**src/rtl/ssls_pkg.sv**
```systemverilog
// Shared types and constants for the shortest/longest span set.
package ssls_pkg;

   localparam int CAPACITY     = 1024;
   localparam int ADDR_W       = $clog2(CAPACITY);
   localparam int CNT_W        = $clog2(CAPACITY + 1);
   localparam int VAL_W        = 32;
   localparam int MIN_FOR_SPAN = 2;

   localparam logic [VAL_W-1:0] SIGN_FLIP = {1'b1, {(VAL_W-1){1'b0}}};
   localparam logic [CNT_W-1:0] CAP_LIMIT = CNT_W'(CAPACITY);
   localparam logic [CNT_W-1:0] CAP_RESET = CNT_W'(1024);
   localparam logic [CNT_W-1:0] SPAN_MIN  = CNT_W'(MIN_FOR_SPAN);

   typedef enum logic [1:0] {
      ST_IDLE,
      ST_SCAN,
      ST_UPDATE,
      ST_DONE
   } ssls_state_type;

   // One stored value presented to the gap unit with the probe it is compared to.
   typedef struct packed {
      logic             data_vld;
      logic [VAL_W-1:0] probe;
      logic [VAL_W-1:0] data;
   } ssls_gap_req_type;

endpackage

```
**src/rtl/ssls_gap_unit.sv**
```systemverilog
// Shared gap unit: absolute difference, then running minimum of the gap.
module ssls_gap_unit (
   input  logic                          clock,
   input  logic                          reset,
   input  ssls_pkg::ssls_gap_req_type    gap_req,
   output logic                          busy,
   output logic [ssls_pkg::VAL_W-1:0]    smallest_gap
);

   logic [ssls_pkg::VAL_W-1:0] gap_ff, gap_in;
   logic                       gap_vld_ff;
   logic [ssls_pkg::VAL_W-1:0] min_gap_ff;
   logic [ssls_pkg::VAL_W-1:0] diff_ab, diff_ba;

   // Values carry the sign bit flipped, so unsigned order is signed order.
   assign diff_ab = gap_req.probe - gap_req.data;
   assign diff_ba = gap_req.data - gap_req.probe;
   assign gap_in  = (gap_req.probe >= gap_req.data) ? diff_ab : diff_ba;

   always_ff @(posedge clock) begin
      gap_ff <= gap_in;
   end

   always_ff @(posedge clock) begin
      if (reset) begin
         gap_vld_ff <= 1'b0;
         min_gap_ff <= '1;
      end else begin
         gap_vld_ff <= gap_req.data_vld;
         if (gap_vld_ff && (gap_ff < min_gap_ff)) begin
            min_gap_ff <= gap_ff;
         end
      end
   end

   assign busy         = gap_vld_ff;
   assign smallest_gap = min_gap_ff;

endmodule

```
**config.mk**
```make
export PLATFORM = sky130hd
export DESIGN_NAME = ssls_gap_unit
export DESIGN_NICKNAME = d
export VERILOG_FILES = /design/src/rtl/ssls_pkg.sv /design/src/rtl/ssls_gap_unit.sv
export SDC_FILE = /design/constraint.sdc
export NUM_CORES = 1
export LEC_CHECK = 0
export BUFFER_PORTS_ARGS = -buffer_cell sky130_fd_sc_hd__buf_2
export CORE_MARGIN = 4
export CORE_UTILIZATION = 30
export DETAILED_ROUTE_END_ITERATION = 8
export PLACE_DENSITY = 0.48
export SLEW_MARGIN = 20
export SYNTH_ARGS = -nofsm -noshare
export SYNTH_HDL_FRONTEND = slang
export SYNTH_SLANG_ARGS = --single-unit
```
**constraint.sdc**
```tcl
create_clock -name clock -period 3.08 [get_ports clock]
set_input_delay 0.154 -clock clock [delete_from_list [all_inputs] [get_ports clock]]
set_output_delay 0.154 -clock clock [all_outputs]
set_load 0.03 [all_outputs]
```
==> reports/qor.yml, run 1 <==
run_status:
  status: "finished, final reports clean"
sta:
  finalSetupViolations: 0
  clock.fmax_mhz: 362
  hold_violations: 0
  skew_ns: 0.00717
  fin_tns_setup_ns: 0
  finalCritPeriodShare: 0.897
  setup_slack_ns: 0.317
  worstMarginPinSlew_ns: 0.654
  worst_slew_margin_rel: 0.564
  slew_violations: 0
  rsz0062_at_grt: "no"
  fin_crit_ns: 2.76
final_layout:
  utilization: 0.367
  final-seq-area_um2: 1300
  final_nets: 1098
  finish.instance_area_um2: 7770
  drive_gt1_frac: 0.207
  multi_input_area_um2: 4460
  syn2layout_area_growth_pct: 19.9
  diodes: 0
  fillers: 2251
synthesis:
  ys_ff_latch: 65
  synth_warnings: 0
  synth-async-reset-ratio: 0
  synth_seq_area_share: 0.201
  synth_cell_types: 79
  synth_ff_type: "dfxtp_1"
  synth-edff-count: 0
  synth_fp_nets: 988
  synthCells: 825
  synth_area_um2: 6480
  avgSynthCellArea_um2: 7.86
route:
  drtAntennaViolNets: 0
  wl_per_cell_um: 15.3
  wl_um: 18600
  drc_errors: 0
  dr_total_vias: 5943
  drt_iter0_markers: 319
  avgViaCountPerCell: 4.89
  firstDrtPassIters: 5
place:
  place_hpwl_um: 15600
  post_dp_cell_area_um2: 7440
  preCtsSetupSlack_ns: -0.0248
  io_buffer_count: 99
  gp_congestion: 0.844
power_and_ir_drop:
  p_leak_uw: 0.00429
  power_density_nw_per_um2: 506
  p_sw_uw: 1460
  pwr-share-comb: 0.414
  pwr-share-clk: 0.286
  seqPwrFrac: 0.300
  peakVddDrop_uv: 284
  p_int_uw: 2470
  swShare: 0.372
worst_setup_path:
  r2r-end: "smallest_gap[7]"
  startpoint_type: "flop"
  r2r_slack_ns: 0.32
  crit_required_ns: 3.30
  r2r_start: "smallest_gap[25]"
  cp_data_arrival_time_ns: 2.98
  cp-end-kind: "flop"
  r2r_cells: 11
  crit_fanout: 54
  crit_type: "flop to flop"
clock_tree:
  clock_path_buffers: 2
  cts_resized: 0
  cts_tree: "yes"
  clock_latency_ns: 0.33
  cts_hold_repair.buffers: 0
  root_buffer: "clkbuf_16"
  cts_inserted_buffers: 9
  path_clk_slew_ns: 0.05
  cts_setup_buffers: 0
  htreeDepth: 3
  clock_sinks: 65
global_route:
  grt-ovfl-total: 0
  grt_pass1_wl_um: 29400
  grt_pass1_vias: 5628
  track_usage: 0.151
  grt_max_degree: 55
  antenna_found_initial: 0
die:
  die_h_um: 155
  core_area_um2: 21200
  dieWidth_um: 155
  initial_core_util: 0.306
  die_area_um2: 24000
  io_pins: 100
  num_rows: 53
run:
  maxCapViolations: 0
hold_path:
  hold_end: "busy"
  hold_start: "gap_req[64]"
  worst_hold_path.num_cells: 2
  hp-class: "input pin to flop"
[per-stage QoR]
stage	total power, uW	std cells	hold WS (ns)
2_1_floorplan	2300	825	0.282
3_3_place_gp	2820	1199	0.372
3_5_place_dp	2820	1199	0.380
4_1_cts	3970	1215	0.0338
5_1_grt	4200	1215	0.0852
6_report	3930	1215	0.0395
[sequential cells by signal (all words and copies together) (netlist names)]
| signal | flops |
|---|---|
| gap_ff | 32 |
| smallest_gap | 32 |
| busy | 1 |
[worst max-delay path, stage by stage, from the launching register on]
cell,delay [ns]
dfxtp_1,0.34
inv_1,0.05
ha_1,0.30
a21o_1,0.19
a21o_1,0.17
a21o_1,0.17
a21oi_1,0.15
nor2_1,0.05
a2111oi_0,0.48
nand3_2,0.19
buf_12,0.23
a211o_1,0.31
[layout by cell type, fill, tap and decap left out, drive strengths merged, types with 4 or more instances in the layout]
cell and count:
o21ai 32, xor2 11, and4 5, nand3 22, nand2b 7, and3 6, a211oi 8, nor4 5
o21bai 6, clkbuf 11, dfxtp 65, nor2 65, a21o 61, xnor2 18, nor3 5, a21oi 68
nand2 40, a2111oi 4, a211o 35, nand4 11, inv 138, buf 137, and2 10, mux2i 8
o2111ai 5, a31oi 4, ha 94, nor2b 11, o211ai 5
[power by group through the flow]
| stage | sequential (uW) | clock [uW] | combinational [uW] |
|---|---|---|---|
| CTS | 1180 | 1150 | 1640 |
| global placement | 1200 | 0 | 1620 |
| global route | 1200 | 1180 | 1810 |
| detailed placement | 1200 | 0 | 1630 |
| finish | 1180 | 1130 | 1630 |
| floorplan | 1250 | 0 | 1050 |
[cells in the mapped netlist, drive strengths merged, types with 3 or more instances]
| cell type | n | share of area |
|---|---|---|
| mux2i | 8 | 0.012 |
| nor2 | 65 | 0.039 |
| nand4 | 11 | 0.011 |
| o211ai | 5 | 0.0066 |
| a21oi | 68 | 0.057 |
| a21o | 61 | 0.072 |
| a2111oi | 4 | 0.0073 |
| nand2 | 40 | 0.024 |
| a221o | 3 | 0.0048 |
| ha | 94 | 0.18 |
| o21bai | 6 | 0.0069 |
| nand3 | 22 | 0.018 |
| nor4 | 5 | 0.0058 |
| and4 | 5 | 0.0071 |
| nor3 | 5 | 0.0054 |
| o21ai | 32 | 0.027 |
| and2 | 10 | 0.010 |
| a22oi | 3 | 0.0042 |
| inv | 138 | 0.080 |
| and3 | 6 | 0.0066 |
| a211o | 35 | 0.047 |
| a21boi | 3 | 0.0035 |
| a31oi | 4 | 0.0048 |
| buf | 23 | 0.023 |
| a32oi | 3 | 0.0041 |
| o31ai | 3 | 0.0064 |
| nand2b | 7 | 0.0068 |
| o2111ai | 5 | 0.0068 |
| a211oi | 8 | 0.010 |
| nor2b | 11 | 0.011 |
| xnor2 | 18 | 0.024 |
| xor2 | 11 | 0.015 |
| clkbuf | 15 | 0.0087 |
| dfxtp | 65 | 0.20 |
[routing by layer]
layer  wire (um)  up-vias  GRT usage
li1            -     3067          -
met1        9250     2741      0.214
met2        8390      123      0.242
met3         797       12     0.0239
met4         210        0     0.0311
met5           0        -          0
[area by class of cell]
type	count	area share
tap	275	0.0443
clock buffer	11	0.0325
sequential	65	0.167
multi-input combinational	584	0.574
inverter	138	0.0666
clock inverter	5	0.00998
timing repair buffer	137	0.105
[worst max path at each step]
| stage | start | endpoint | slack, ns | cells past startpoint |
|---|---|---|---|---|
| final | smallest_gap[25] | smallest_gap[7] | 0.32 | 11 |
| after global placement | gap_req[18] | gap_ff[31] | -0.02 | 13 |
| after global routing | smallest_gap[25] | smallest_gap[8] | 0.06 | 11 |
| after floorplan | smallest_gap[25] | smallest_gap[0] | 0.28 | 11 |
| after detailed placement | gap_req[18] | gap_ff[31] | -0.02 | 13 |
| after CTS | smallest_gap[25] | smallest_gap[8] | 0.26 | 11 |
[cell families (layout without fill, tap and decap cells)]
| family | after synthesis | after routing | share of synthesized area |
|---|---|---|---|
| muxes | 8 | 8 | 0.0124 |
| buffers and inverters | 176 | 291 | 0.112 |
| adders and majority gates | 96 | 96 | 0.188 |
| DFF | 65 | 65 | 0.201 |
| AOI/OAI and AO/OA | 261 | 261 | 0.300 |
| and+or+nand+nor | 190 | 190 | 0.148 |
| xor gates and xnor gates | 29 | 29 | 0.0392 |
Note: power is estimated with default switching activity, not from simulation.
==> inputs of run 2 (changes only) <==
--- a/config.mk
+++ b/config.mk
@@ -7,9 +7,9 @@
 export LEC_CHECK = 0
 export BUFFER_PORTS_ARGS = -buffer_cell sky130_fd_sc_hd__buf_2
 export CORE_MARGIN = 4
-export CORE_UTILIZATION = 30
+export CORE_UTILIZATION = 35
 export DETAILED_ROUTE_END_ITERATION = 8
-export PLACE_DENSITY = 0.48
+export PLACE_DENSITY = 0.54
 export SLEW_MARGIN = 20
 export SYNTH_ARGS = -nofsm -noshare
 export SYNTH_HDL_FRONTEND = slang
==> constraint.sdc (replaced) <==
create_clock -name clock -period 3.5 [get_ports clock]
set_input_delay 0.175 -clock clock [delete_from_list [all_inputs] [get_ports clock]]
set_output_delay 0.175 -clock clock [all_outputs]
set_load 0.03 [all_outputs]
==> reports/qor.yml, run 2 (synthesized netlist as in run 1, its figures left out) <==
run_status:
  status: "finished, final reports clean"
final_layout:
  final_nets: 1073
  final_cell_mix: "138 x inv_1, 99 x buf_2, 94 x ha_1"
  final_common_cell: "inv_1"
  syn2layout_area_growth_pct: 15.3
  finish.instance_area_um2: 7470
  diodes: 0
  drive_gt1_frac: 0.184
die:
  io_pins: 100
  die_h_um: 144
  dieWidth_um: 144
  core_area_um2: 18100
  num_rows: 49
  initial_core_util: 0.358
  die_area_um2: 20800
sta:
  worstMarginPinSlew_ns: 0.641
  skew_ns: 0.00534
  fin_crit_ns: 2.76
  clock.fmax_mhz: 362
  worst_slew_margin_rel: 0.572
  setup_slack_ns: 0.736
  finalSetupViolations: 0
  hold_violations: 0
  rsz0062_at_grt: "no"
  finalCritPeriodShare: 0.790
  fin_tns_setup_ns: 0
  slew_violations: 0
  fin_hold_ws_ns: 0.0577
route:
  drt_iter0_markers: 275
  drtAntennaViolNets: 0
  drc_errors: 0
  avgViaCountPerCell: 5.13
  dr_total_vias: 5865
  wl_um: 17300
  wl_per_cell_um: 15.1
  firstDrtPassIters: 5
clock_tree:
  root_buffer: "clkbuf_16"
  cts_setup_buffers: 0
  cts_hold_repair.buffers: 0
  path_clk_slew_ns: 0.05
  cts_resized: 0
  cts_inserted_buffers: 9
  cts_tree: "yes"
  clock_latency_ns: 0.33
  clock_path_buffers: 2
  htreeDepth: 3
  clock_sinks: 65
worst_setup_path:
  r2r_slack_ns: 0.75
  slowest_delay_ns: 0.38
  cp-end-kind: "flop"
  crit_required_ns: 3.71
  crit_fanout: 22
  slowest_stage: "fa_1"
  cp.buffers_inverters: 1
  startpoint_type: "input pin"
  path_cells: "buf_2, ha_1, fa_1, nor2b_1, o21ai_1, a32oi_1, a31oi_2, a21o_4, nand2_2, mux2i_1, o211ai_1, xor2_1"
  cp_top_family: "compound AO/OA/AOI/OAI gates"
  crit_type: "input pin to flop"
  cp_data_arrival_time_ns: 2.98
global_route:
  antenna_found_initial: 0
  grt_pass1_wl_um: 28200
  grt_pass1_vias: 5549
  grt-ovfl-total: 0
  grt_max_degree: 51
  track_usage: 0.168
power_and_ir_drop:
  power_density_nw_per_um2: 438
  peakVddDrop_uv: 263
  p_leak_uw: 0.00414
place:
  io_buffer_count: 99
  place_hpwl_um: 14400
  post_dp_cell_area_um2: 7180
  gp_congestion: 0.892
  preCtsSetupSlack_ns: 0.379
hold_path:
  hp-class: "input pin to flop"
run:
  maxCapViolations: 0
run 2: changes by cell type in the layout (fill, tap and decap cells not counted):
| cell | delta |
|---|---|
| buf_4 | -24 |
| bufinv_16 | -1 |
| clkbuf_8 | -2 |
| clkbuf_1 | +2 |
| buf_12 | -1 |
| clkinv_4 | +1 |
run 2: stage by stage:
stage | total power (uW) | util | cells
after floorplan | 2030 | - | 825
after global placement | 2410 | 0.397 | 1128
after detailed placement | 2420 | 0.397 | 1128
after CTS | 3300 | 0.413 | 1144
after global routing | 3520 | 0.413 | 1144
final | 3270 | 0.413 | 1144
run 2: path summary, 6_finish.rpt:
path	start	to	cells after the start
worst max-delay path	gap_req[0]	gap_ff[31]	12
worst min-delay path	gap_req[64]	busy	2
worst max register to register	smallest_gap[25]	smallest_gap[4]	11
worst min register to register	smallest_gap[4]	smallest_gap[4]	1
run 2: final cells by class:
cell class                      count  area (um^2)
Clock buffer                       11          233
Clock inverter                      5         56.3
Fill cell                        1907        10600
Inverter                          138          518
Multi-Input combinational cell    584         4460
Sequential cell                    65         1300
Tap cell                          229          287
Timing Repair Buffer              112          618
run 2: per-layer routing:
layer | vias to the layer above | routed length [um] | part of all wire | global-route usage
met2 | 128 | 7700 | 0.44 | 0.261
met4 | 0 | 327 | 0.019 | 0.0515
met3 | 24 | 827 | 0.048 | 0.0271
li1 | 3039 | - | - | -
met1 | 2674 | 8480 | 0.49 | 0.240
met5 | - | 0 | 0 | 0
run 2: power breakdown:
group | switching (uW) | total, uW | internal (uW) | leakage (uW)
clock network | 316 | 865 | 549 | 0.000139
registers | 120 | 1030 | 909 | 0.000543
logic | 814 | 1380 | 565 | 0.00346
total | 1250 | 3270 | 2020 | 0.00414
